`config.mk`:
```
export PLATFORM = sky130hd
export DESIGN_NAME = binary_window_lookup_filter
export DESIGN_NICKNAME = d
export VERILOG_FILES = /design/src/bwlf_pkg.sv /design/src/binary_window_lookup_filter.sv /design/src/bwlf_front.sv /design/src/bwlf_queue.sv /design/src/bwlf_back.sv
export SDC_FILE = /design/constraint.sdc
export NUM_CORES = 2
export LEC_CHECK = 0
export ABC_CLOCK_PERIOD_IN_PS = 18500
export BUFFER_PORTS_ARGS = -buffer_cell sky130_fd_sc_hd__buf_4
export CAP_MARGIN = 20
export CELL_PAD_IN_SITES_DETAIL_PLACEMENT = 1
export CELL_PAD_IN_SITES_GLOBAL_PLACEMENT = 2
export CORE_ASPECT_RATIO = 0.9
export CORE_MARGIN = 2
export CORE_UTILIZATION = 48
export DETAILED_ROUTE_END_ITERATION = 16
export PLACE_DENSITY_LB_ADDON = 0.1
export SYNTH_ARGS = -nofsm -noshare
export SYNTH_HDL_FRONTEND = slang
export SYNTH_HIERARCHICAL = 1
export SYNTH_SLANG_ARGS = --single-unit
```
`constraint.sdc`:
```
create_clock -name clk -period 18.5 [get_ports clk]
set_input_delay 3.7 -clock clk [delete_from_list [all_inputs] [get_ports clk]]
set_output_delay 3.7 -clock clk [all_outputs]
set_load 0.02 [all_outputs]
```
`src/bwlf_pkg.sv`:
```
package bwlf_pkg;

  localparam int MAX_WIDTH_DEFAULT  = 1024;
  localparam int MAX_HEIGHT_DEFAULT = 1024;
  localparam int SIZE_RESET         = 1024;

  localparam int OP_W        = 2;
  localparam int TIDX_W      = 3;
  localparam int TWORD_W     = 64;
  localparam int TABLE_WORDS = 8;
  localparam int BIT_SEL_W   = 6;
  localparam int WIN_W       = 9;
  localparam int LIT_W       = 21;
  localparam int CFG_W       = 11;
  localparam int CFG_IDX_W   = 2;

  localparam int QUEUE_DEPTH = 4;
  localparam int QLEVEL_W    = $clog2(QUEUE_DEPTH + 1);

  typedef enum logic [OP_W-1:0] {
    OP_LOAD  = 2'd0,
    OP_PIXEL = 2'd1,
    OP_PAD   = 2'd2
  } op_e_t;

  localparam logic [CFG_IDX_W-1:0] CFG_FRAME_WIDTH  = 2'd0;
  localparam logic [CFG_IDX_W-1:0] CFG_FRAME_HEIGHT = 2'd1;
  localparam logic [CFG_IDX_W-1:0] CFG_BACKGROUND   = 2'd2;

  // One word handed from the front to the back: a table load or a finished window.
  typedef struct packed {
    logic               is_load;
    logic [TIDX_W-1:0]  table_index;
    logic [TWORD_W-1:0] table_word;
    logic [WIN_W-1:0]   win_idx;
    logic               last;
  } qentry_t;

endpackage

```
`src/binary_window_lookup_filter.sv`:
```
// Output: a filtered pixel leaves once the item one row plus one pixel later is taken.
// Throughput: one item per cycle unless stalled; the 3x3 window moves one column per pixel, fed
// by a line memory of MAX_WIDTH two-bit entries with one registered read and one write per cycle.
// A short queue parts the window front end from the table lookup and the output register.
// Reset (rst, synchronous) clears control state, positions, window, count and table;
// the line memory is not cleared, as its bits outside the current frame are never used.
module binary_window_lookup_filter #(
  parameter int MAX_WIDTH  = bwlf_pkg::MAX_WIDTH_DEFAULT,
  parameter int MAX_HEIGHT = bwlf_pkg::MAX_HEIGHT_DEFAULT
) (
  input  logic                              clk,
  input  logic                              rst,
  input  logic                              cfg_valid,
  output logic                              cfg_ready,
  input  logic [bwlf_pkg::CFG_IDX_W-1:0]    cfg_index,
  input  logic [bwlf_pkg::CFG_W-1:0]        cfg_word,
  input  logic                              in_valid,
  output logic                              in_stall,
  input  logic [bwlf_pkg::OP_W-1:0]         operation,
  input  logic [bwlf_pkg::TIDX_W-1:0]       table_index,
  input  logic [bwlf_pkg::TWORD_W-1:0]      table_word,
  input  logic                              pixel_in,
  output logic                              out_valid,
  input  logic                              out_stall,
  output logic                              pixel_out,
  output logic                              last_of_frame,
  output logic [bwlf_pkg::LIT_W-1:0]        lit_count,
  output logic                              next_background
);

  localparam int WW = $clog2(MAX_WIDTH + 1);
  localparam int HW = $clog2(MAX_HEIGHT + 1);
  localparam int WidthReset  = (bwlf_pkg::SIZE_RESET > MAX_WIDTH) ? MAX_WIDTH :
                                                                    bwlf_pkg::SIZE_RESET;
  localparam int HeightReset = (bwlf_pkg::SIZE_RESET > MAX_HEIGHT) ? MAX_HEIGHT :
                                                                     bwlf_pkg::SIZE_RESET;

  function automatic logic [31:0] clamp_size(input logic [31:0] v, input logic [31:0] maxv);
    if (v == '0) begin
      return 32'd1;
    end
    if (v > maxv) begin
      return maxv;
    end
    return v;
  endfunction

  logic [WW-1:0] frame_width;
  logic [HW-1:0] frame_height;
  logic background, cfg_accept, restart;
  logic push, pop, head_valid;
  bwlf_pkg::qentry_t push_entry, head;
  logic [bwlf_pkg::QLEVEL_W-1:0] queue_level;

  assign cfg_ready  = 1'b1;
  assign cfg_accept = cfg_valid && cfg_ready;

  always_comb begin
    unique case (cfg_index)
      bwlf_pkg::CFG_FRAME_WIDTH:  restart = cfg_accept;
      bwlf_pkg::CFG_FRAME_HEIGHT: restart = cfg_accept;
      default:                    restart = 1'b0;
    endcase
  end

  always_ff @(posedge clk) begin
    if (rst) begin
      frame_width  <= WW'(WidthReset);
      frame_height <= HW'(HeightReset);
      background   <= 1'b0;
    end else if (cfg_accept) begin
      unique case (cfg_index)
        bwlf_pkg::CFG_FRAME_WIDTH:
          frame_width <= WW'(clamp_size(32'(cfg_word), 32'(MAX_WIDTH)));
        bwlf_pkg::CFG_FRAME_HEIGHT:
          frame_height <= HW'(clamp_size(32'(cfg_word), 32'(MAX_HEIGHT)));
        bwlf_pkg::CFG_BACKGROUND:
          background <= cfg_word[0];
        default: ;
      endcase
    end
  end

  bwlf_front #(
    .MAX_WIDTH  (MAX_WIDTH),
    .MAX_HEIGHT (MAX_HEIGHT)
  ) u_front (
    .clk          (clk),
    .rst          (rst),
    .frame_width  (frame_width),
    .frame_height (frame_height),
    .background   (background),
    .restart      (restart),
    .in_valid     (in_valid),
    .in_stall     (in_stall),
    .operation    (operation),
    .table_index  (table_index),
    .table_word   (table_word),
    .pixel_in     (pixel_in),
    .queue_level  (queue_level),
    .push         (push),
    .push_entry   (push_entry)
  );

  bwlf_queue u_queue (
    .clk        (clk),
    .rst        (rst),
    .push       (push),
    .push_entry (push_entry),
    .pop        (pop),
    .head       (head),
    .head_valid (head_valid),
    .level      (queue_level)
  );

  bwlf_back u_back (
    .clk             (clk),
    .rst             (rst),
    .restart         (restart),
    .background      (background),
    .head            (head),
    .head_valid      (head_valid),
    .pop             (pop),
    .out_valid       (out_valid),
    .out_stall       (out_stall),
    .pixel_out       (pixel_out),
    .last_of_frame   (last_of_frame),
    .lit_count       (lit_count),
    .next_background (next_background)
  );

endmodule

```
`src/bwlf_front.sv`:
```
module bwlf_front #(
  parameter int MAX_WIDTH  = bwlf_pkg::MAX_WIDTH_DEFAULT,
  parameter int MAX_HEIGHT = bwlf_pkg::MAX_HEIGHT_DEFAULT
) (
  input  logic                                  clk,
  input  logic                                  rst,
  input  logic [$clog2(MAX_WIDTH+1)-1:0]        frame_width,
  input  logic [$clog2(MAX_HEIGHT+1)-1:0]       frame_height,
  input  logic                                  background,
  input  logic                                  restart,
  input  logic                                  in_valid,
  output logic                                  in_stall,
  input  logic [bwlf_pkg::OP_W-1:0]             operation,
  input  logic [bwlf_pkg::TIDX_W-1:0]           table_index,
  input  logic [bwlf_pkg::TWORD_W-1:0]          table_word,
  input  logic                                  pixel_in,
  input  logic [bwlf_pkg::QLEVEL_W-1:0]         queue_level,
  output logic                                  push,
  output bwlf_pkg::qentry_t                     push_entry
);

  localparam int CW = $clog2(MAX_WIDTH);
  localparam int WW = $clog2(MAX_WIDTH + 1);
  localparam int RW = $clog2(MAX_HEIGHT + 2);
  localparam int LW = bwlf_pkg::QLEVEL_W + 1;
  localparam int NW = bwlf_pkg::WIN_W;

  localparam logic [NW-1:0] COL_LEFT   = 9'h124;
  localparam logic [NW-1:0] COL_RIGHT  = 9'h049;
  localparam logic [NW-1:0] ROW_TOP    = 9'h1C0;
  localparam logic [NW-1:0] ROW_BOTTOM = 9'h007;
  localparam logic [NW-1:0] KEEP_SHIFT = 9'h1B6;

  function automatic logic [NW-1:0] fill_bits(input logic [NW-1:0] w, input logic [NW-1:0] m,
                                              input logic bg);
    return bg ? (w | m) : (w & ~m);
  endfunction

  logic [CW-1:0] col, col_next;
  logic [RW-1:0] row, row_next;
  logic accept, item_pixel, item_load;
  logic [RW-1:0] height_r, rq;
  logic [WW-1:0] width_m1, col_inc;
  logic [CW-1:0] cq;
  logic c_zero, emit, in_frame, pix_val;
  logic at_left, at_right, at_top, at_bottom, at_last;

  // Stage 1 holds the item while its two line bits come out of the memory.
  logic s1_pixel, s1_load, s1_val, s1_emit, s1_last;
  logic s1_left, s1_right, s1_top, s1_bottom;
  logic [CW-1:0] s1_col;
  logic [bwlf_pkg::TIDX_W-1:0] s1_tidx;
  logic [bwlf_pkg::TWORD_W-1:0] s1_tword;

  // Each entry is {row two above, row one above} for one column.
  logic [1:0] line_mem [MAX_WIDTH];
  logic [1:0] line_rd;
  logic [NW-1:0] window, win_shift, win_idx;

  // Credit check: the word in stage 1 always finds a free queue slot.
  assign in_stall = (LW'(queue_level) + LW'(s1_pixel | s1_load)) >= LW'(bwlf_pkg::QUEUE_DEPTH);
  assign accept = in_valid && !in_stall;
  assign item_pixel = accept && (operation == bwlf_pkg::OP_PIXEL ||
                                 operation == bwlf_pkg::OP_PAD);
  assign item_load = accept && operation == bwlf_pkg::OP_LOAD;

  assign height_r = RW'(frame_height);
  assign width_m1 = frame_width - WW'(1);
  assign col_inc  = WW'(col) + WW'(1);
  assign c_zero   = col == '0;
  assign rq       = c_zero ? row - RW'(2) : row - RW'(1);
  assign cq       = c_zero ? CW'(width_m1) : col - CW'(1);
  assign emit     = (row >= RW'(2) || (row == RW'(1) && !c_zero)) && rq < height_r;
  assign at_left   = cq == '0;
  assign at_right  = WW'(cq) == width_m1;
  assign at_top    = rq == '0;
  assign at_bottom = rq == height_r - RW'(1);
  assign at_last   = at_bottom && at_right;
  assign in_frame  = row < height_r;
  assign pix_val   = (operation == bwlf_pkg::OP_PIXEL && in_frame) ? pixel_in : background;

  always_comb begin
    col_next = col;
    row_next = row;
    if (restart) begin
      col_next = '0;
      row_next = '0;
    end else if (item_pixel) begin
      if (emit && at_last) begin
        col_next = '0;
        row_next = '0;
      end else if (col_inc >= frame_width) begin
        col_next = '0;
        row_next = row + RW'(1);
      end else begin
        col_next = col + CW'(1);
      end
    end
  end

  always_ff @(posedge clk) begin
    if (rst) begin
      col <= '0;
      row <= '0;
      s1_pixel <= 1'b0;
      s1_load <= 1'b0;
    end else begin
      col <= col_next;
      row <= row_next;
      s1_pixel <= item_pixel;
      s1_load <= item_load;
    end
  end

  always_ff @(posedge clk) begin
    if (accept) begin
      s1_val    <= pix_val;
      s1_col    <= col;
      s1_emit   <= emit;
      s1_last   <= at_last;
      s1_left   <= at_left;
      s1_right  <= at_right;
      s1_top    <= at_top;
      s1_bottom <= at_bottom;
      s1_tidx   <= table_index;
      s1_tword  <= table_word;
    end
  end

  // When a one-pixel row revisits the column being written, take the new bits directly.
  always_ff @(posedge clk) begin
    if (item_pixel) begin
      if (s1_pixel && s1_col == col) begin
        line_rd <= {line_rd[0], s1_val};
      end else begin
        line_rd <= line_mem[col];
      end
    end
    if (s1_pixel) begin
      line_mem[s1_col] <= {line_rd[0], s1_val};
    end
  end

  assign win_shift = ((window << 1) & KEEP_SHIFT) |
                     {2'b00, line_rd[1], 2'b00, line_rd[0], 2'b00, s1_val};

  // Bits of stale rows and columns outside the frame are replaced here.
  always_comb begin
    win_idx = win_shift;
    if (s1_left) begin
      win_idx = fill_bits(win_idx, COL_LEFT, background);
    end
    if (s1_right) begin
      win_idx = fill_bits(win_idx, COL_RIGHT, background);
    end
    if (s1_top) begin
      win_idx = fill_bits(win_idx, ROW_TOP, background);
    end
    if (s1_bottom) begin
      win_idx = fill_bits(win_idx, ROW_BOTTOM, background);
    end
  end

  always_ff @(posedge clk) begin
    if (rst) begin
      window <= '0;
    end else if (s1_pixel) begin
      window <= win_shift;
    end
  end

  assign push = (s1_pixel && s1_emit) || s1_load;

  always_comb begin
    push_entry.is_load     = s1_load;
    push_entry.table_index = s1_tidx;
    push_entry.table_word  = s1_tword;
    push_entry.win_idx     = win_idx;
    push_entry.last        = s1_last;
  end

endmodule

```
`src/bwlf_queue.sv`:
```
module bwlf_queue (
  input  logic                          clk,
  input  logic                          rst,
  input  logic                          push,
  input  bwlf_pkg::qentry_t             push_entry,
  input  logic                          pop,
  output bwlf_pkg::qentry_t             head,
  output logic                          head_valid,
  output logic [bwlf_pkg::QLEVEL_W-1:0] level
);

  localparam int DEPTH = bwlf_pkg::QUEUE_DEPTH;
  localparam int PW = $clog2(DEPTH);
  localparam int QW = bwlf_pkg::QLEVEL_W;

  bwlf_pkg::qentry_t entries [DEPTH];
  logic [PW-1:0] wr_ptr, rd_ptr;
  logic [QW-1:0] count;

  function automatic logic [PW-1:0] ptr_inc(input logic [PW-1:0] p);
    return (p == PW'(DEPTH - 1)) ? '0 : p + PW'(1);
  endfunction

  always_ff @(posedge clk) begin
    if (rst) begin
      wr_ptr <= '0;
      rd_ptr <= '0;
      count <= '0;
    end else begin
      if (push) begin
        wr_ptr <= ptr_inc(wr_ptr);
      end
      if (pop) begin
        rd_ptr <= ptr_inc(rd_ptr);
      end
      case ({push, pop})
        2'b10:   count <= count + QW'(1);
        2'b01:   count <= count - QW'(1);
        default: count <= count;
      endcase
    end
  end

  always_ff @(posedge clk) begin
    if (push) begin
      entries[wr_ptr] <= push_entry;
    end
  end

  assign head = entries[rd_ptr];
  assign head_valid = count != '0;
  assign level = count;

`ifndef SYNTHESIS
  a_no_overflow: assert property (@(posedge clk) disable iff (rst)
    push && !pop |-> count < QW'(DEPTH))
    else $error("queue written while full");
  a_no_underflow: assert property (@(posedge clk) disable iff (rst)
    pop |-> count != '0)
    else $error("queue read while empty");
`endif

endmodule

```
`src/bwlf_back.sv`:
```
module bwlf_back (
  input  logic                           clk,
  input  logic                           rst,
  input  logic                           restart,
  input  logic                           background,
  input  bwlf_pkg::qentry_t              head,
  input  logic                           head_valid,
  output logic                           pop,
  output logic                           out_valid,
  input  logic                           out_stall,
  output logic                           pixel_out,
  output logic                           last_of_frame,
  output logic [bwlf_pkg::LIT_W-1:0]     lit_count,
  output logic                           next_background
);

  localparam int NW = bwlf_pkg::WIN_W;
  localparam int LW = bwlf_pkg::LIT_W;
  localparam int TW = bwlf_pkg::TWORD_W;
  localparam int SW = bwlf_pkg::BIT_SEL_W;

  logic [TW-1:0] lut [bwlf_pkg::TABLE_WORDS];
  logic [LW-1:0] lit_total, lit_sum;
  logic out_free, pop_pixel, lut_bit, bg_bit;

  assign out_free  = !out_valid || !out_stall;
  assign pop       = head_valid && (head.is_load || out_free);
  assign pop_pixel = pop && !head.is_load;

  assign lut_bit = lut[head.win_idx[NW-1:SW]][head.win_idx[SW-1:0]];
  assign bg_bit  = background ? lut[bwlf_pkg::TABLE_WORDS-1][TW-1] : lut[0][0];
  assign lit_sum = lit_total + LW'(lut_bit);

  always_ff @(posedge clk) begin
    if (rst) begin
      for (int i = 0; i < bwlf_pkg::TABLE_WORDS; i++) begin
        lut[i] <= '0;
      end
    end else if (pop && head.is_load) begin
      lut[head.table_index] <= head.table_word;
    end
  end

  always_ff @(posedge clk) begin
    if (rst) begin
      out_valid <= 1'b0;
      lit_total <= '0;
    end else begin
      if (pop_pixel) begin
        out_valid <= 1'b1;
      end else if (!out_stall) begin
        out_valid <= 1'b0;
      end
      if (restart) begin
        lit_total <= '0;
      end else if (pop_pixel) begin
        lit_total <= head.last ? '0 : lit_sum;
      end
    end
  end

  always_ff @(posedge clk) begin
    if (pop_pixel) begin
      pixel_out       <= lut_bit;
      last_of_frame   <= head.last;
      lit_count       <= head.last ? lit_sum : '0;
      next_background <= head.last ? bg_bit : 1'b0;
    end
  end

`ifndef SYNTHESIS
  a_summary_only_at_end: assert property (@(posedge clk) disable iff (rst)
    out_valid && !last_of_frame |-> lit_count == '0 && !next_background)
    else $error("frame summary on a word that does not end the frame");
`endif

endmodule
```
==> metrics.cfg <==
[clock_tree]
cts_max_path_buffers = 4
clkTransAtPathRegs_ns = 0.06
hold_buffers = 0
cts_buffers = 324
cts-resized-gates = 0
cts_max_level = 5
root_buffer = clkbuf_16
cts_setup_buffers = 0
clk_latency_ns = 0.91
cts_tree = yes
clock-sinks = 3065

[placement]
dp_hpwl_um = 224000
place_congestion = 0.807
place_inst = 11200
portBuffers = 113
place_area_sq_um = 134000

[finish]
drive_above_1_share_pct = 17.6
fillCellCount = 24300
final_area_sq_um = 144000
nets = 8094
instances_no_fill = 11800
area_growth_pct = 11.7

[die]
die_w_um = 551
die_area_sq_um = 273000
die_h_um = 496
core_area_sq_um = 267000
fp-row-count = 180
initial_utilization_pct = 48.3
ios = 115

[drt]
drt_wl_total_um = 392000
detail-route-antenna-nets = 0
drtIter0Drc = 8766
via_per_inst = 6.26
drc = 0
wire_per_inst_um = 33.3
first_pass_iters = 5
dr_total_vias = 73600

[timing]
period_share_pct = 42.7
clock_skew_ns = 0.0418
slew_headroom_pct = 16.4
fin_tns_setup_ns = 0
rsz0062_at_grt = no
fmax_mhz = 127
finalMaxSlewViolations = 0
setup_viol = 0
worst_pin_slew_ns = 1.25
period_needed_ns = 7.90
hold_viol_final = 0

[global_route]
grt_use_total_pct = 28.6
grt_max_degree = 261
grt_antenna_before_repair = 21
grt_first_pass_wirelength_um = 559000
overflow = 0
grt_pass1_vias = 76000

[yosys]
synth-seq-area-share_pct = 70.7
syn-num-nets = 8060
synth_edf_count = 2982
synth_area_sq_um = 129000
ys.warnings.count = 6
synth_cells = 7918
synth_cell_type_count = 99
dominantRegCellSynth = edfxtp_1
synth-async-reset-ratio_pct = 0
synth_area_per_cell_sq_um = 16.3
synth_seq_cells = 3065

[setup_path]
critical_path_class = reg2reg
cp-end-kind = register
crit_required_ns = 19.15
crit_slowest_cell = mux4_4
max_stage_delay_ns = 1.01
crit_arrival_ns = 8.54
cp_common_cell = nand3_1
cp-start-kind = register
path_cells = mux4_4 > buf_4 > buf_4 > mux2i_1 > o221ai_1 > o22ai_1 > o21ai_1 > nor4b_1 > nand3_1 > nand4_1 > ha_1 > nand3_1 > nor4_1 > and3_1 > nand3_1 > xnor2_1 > and2_1
path_max_fanout = 53

[pwr]
p_per_area_nw_per_um2 = 117
ir_drop_uv = 79.8
leakage_nw = 45.2
power.total_w = 0.0169

[job]
cap_viol_max_count = 0

[run_status]
status = finished, final reports clean

[hold_path]
hp-class = reg2reg

## cell type report
cell class	instances	area, sq um	share of cell area, %
sequential	3065	91200	63.3
multi-input combinational	4184	35000	24.3
clock buffer	403	8480	5.88
tap	3549	4440	3.08
timing repair buffer	320	2860	1.98
clock inverter	185	1840	1.28
inverter	57	221	0.154
antenna	3	7.51	0.00521
## power by group
| part | switching, W | internal [W] | total, W |
|---|---|---|---|
| Sequential | 0.000132 | 0.00802 | 0.00815 |
| Clock | 0.00278 | 0.00366 | 0.00644 |
| Combinational | 0.00153 | 0.000771 | 0.00230 |
## synthesized netlist by cell type (8+ instances only)
| cell type | n | area [sq um] |
|---|---|---|
| xor2_1 | 20 | 175 |
| buf_1 | 77 | 289 |
| nand4_1 | 44 | 275 |
| mux2i_1 | 416 | 4160 |
| a221o_1 | 20 | 200 |
| buf_2 | 76 | 380 |
| edfxtp_1 | 2982 | 89500 |
| xnor2_1 | 48 | 420 |
| a21o_1 | 9 | 67.6 |
| a22oi_1 | 61 | 458 |
| o21ai_0 | 108 | 541 |
| o211ai_1 | 24 | 180 |
| a221oi_1 | 87 | 762 |
| or2_2 | 15 | 93.8 |
| nand2b_1 | 19 | 119 |
| and2_1 | 540 | 3380 |
| and3_1 | 29 | 181 |
| nand3b_1 | 8 | 60.1 |
| nor2b_1 | 30 | 188 |
| a211oi_1 | 25 | 188 |
| buf_4 | 41 | 308 |
| nand2_1 | 235 | 882 |
| mux4_2 | 553 | 12500 |
| nor3_1 | 64 | 320 |
| o31ai_1 | 14 | 105 |
| nor4_1 | 28 | 175 |
| a21oi_1 | 148 | 741 |
| a31oi_1 | 20 | 125 |
| or3_1 | 15 | 93.8 |
| nor3b_1 | 16 | 120 |
| o21a_1 | 8 | 60.1 |
| dfxtp_1 | 83 | 1660 |
| nor2_1 | 1163 | 4370 |
| o22ai_1 | 35 | 219 |
| clkbuf_1 | 354 | 1330 |
| mux2_2 | 14 | 158 |
| buf_6 | 53 | 597 |
| or4_1 | 9 | 67.6 |
| inv_1 | 50 | 188 |
| o221ai_1 | 65 | 569 |
| nand3_1 | 107 | 536 |
| ha_1 | 53 | 663 |
| o2111ai_1 | 15 | 131 |
| a2111oi_0 | 10 | 87.6 |
## logic make-up (layout without fill, tap and decap cells)
kind of cell	count (synthesis)	after routing	synth area share (%)
AOI/OAI and AO/OA	707	707	3.85
adders and majority gates	54	54	0.529
DFF	3065	3065	70.7
muxes	989	989	13.1
other	1	4	0.00291
buffers and inverters	669	965	2.56
xor gates and xnor gates	72	72	0.531
and+or+nand+nor	2361	2361	8.72
## cell usage in the layout, fill, tap and decap left out, drive strengths merged, types with 35 or more instances in the layout
cell type	instances
buf	319
a22oi	61
inv	64
dfxtp	83
o221ai	65
mux2i	416
nand3	107
a221oi	87
and2	540
a21oi	148
o21ai	113
mux4	559
edfxtp	2982
nor3	67
clkbuf	404
o22ai	35
xnor2	48
clkinv	141
ha	53
nand2	235
nor2	1164
nand4	45
## critical path, delay by kind of cell, from the launching register on
| kind | cells | cell delay (ns) |
|---|---|---|
| compound gates | 3 | 0.60 |
| fa+ha+maj | 1 | 0.29 |
| mux | 2 | 1.18 |
| simple gates | 8 | 2.88 |
| flops | 1 | 0.72 |
| buf+inv | 2 | 1.70 |
| xor+xnor | 1 | 0.16 |
## through the flow
step	worst slack [ns]	util (%)	hold WS (ns)
3_5_place_dp	10.59	50.0	0.445
6_report	10.60	53.9	0.449
4_1_cts	10.54	53.9	0.456
2_1_floorplan	3.76	-	0.403
3_3_place_gp	10.54	49.9	0.438
5_1_grt	10.03	53.9	0.470
## routing by layer
metal	global-route usage [%]	share of wire, %	up-vias
met2	44.9	47	3071
li1	-	-	30700
met5	0.0866	0.011	-
met4	8.80	3.2	4
met1	41.1	42	39200
met3	5.09	8.3	604
## final timing paths
check | slack [ns] | depth (start not counted) | to | startpoint
max | 10.60 | 17 | u_back/lit_count[19] | register
min | 0.45 | 2 | frame_width[10] | frame_width[10]
max reg2reg | 10.60 | 17 | u_back/lit_count[19] | register
min reg2reg | 0.45 | 2 | frame_width[10] | frame_width[10]
## registers in the layout (all words and copies together) (netlist names), 2 cells and up, named ones only
signal	cells
u_queue/wr_ptr	2
u_front/line_mem	2048
u_front/s1_col	10
u_back/lit_count	21
u_front/row	11
frame_width	11
u_queue/rd_ptr	2
u_front/line_rd	2
u_queue/level	3
u_back/lut	512
u_queue/entries	312
u_front/window	6
u_front/s1_tword	64
u_front/s1_tidx	3
u_back/lit_total	21
frame_height	11
u_front/col	10
(Power assumes the default switching activity.)
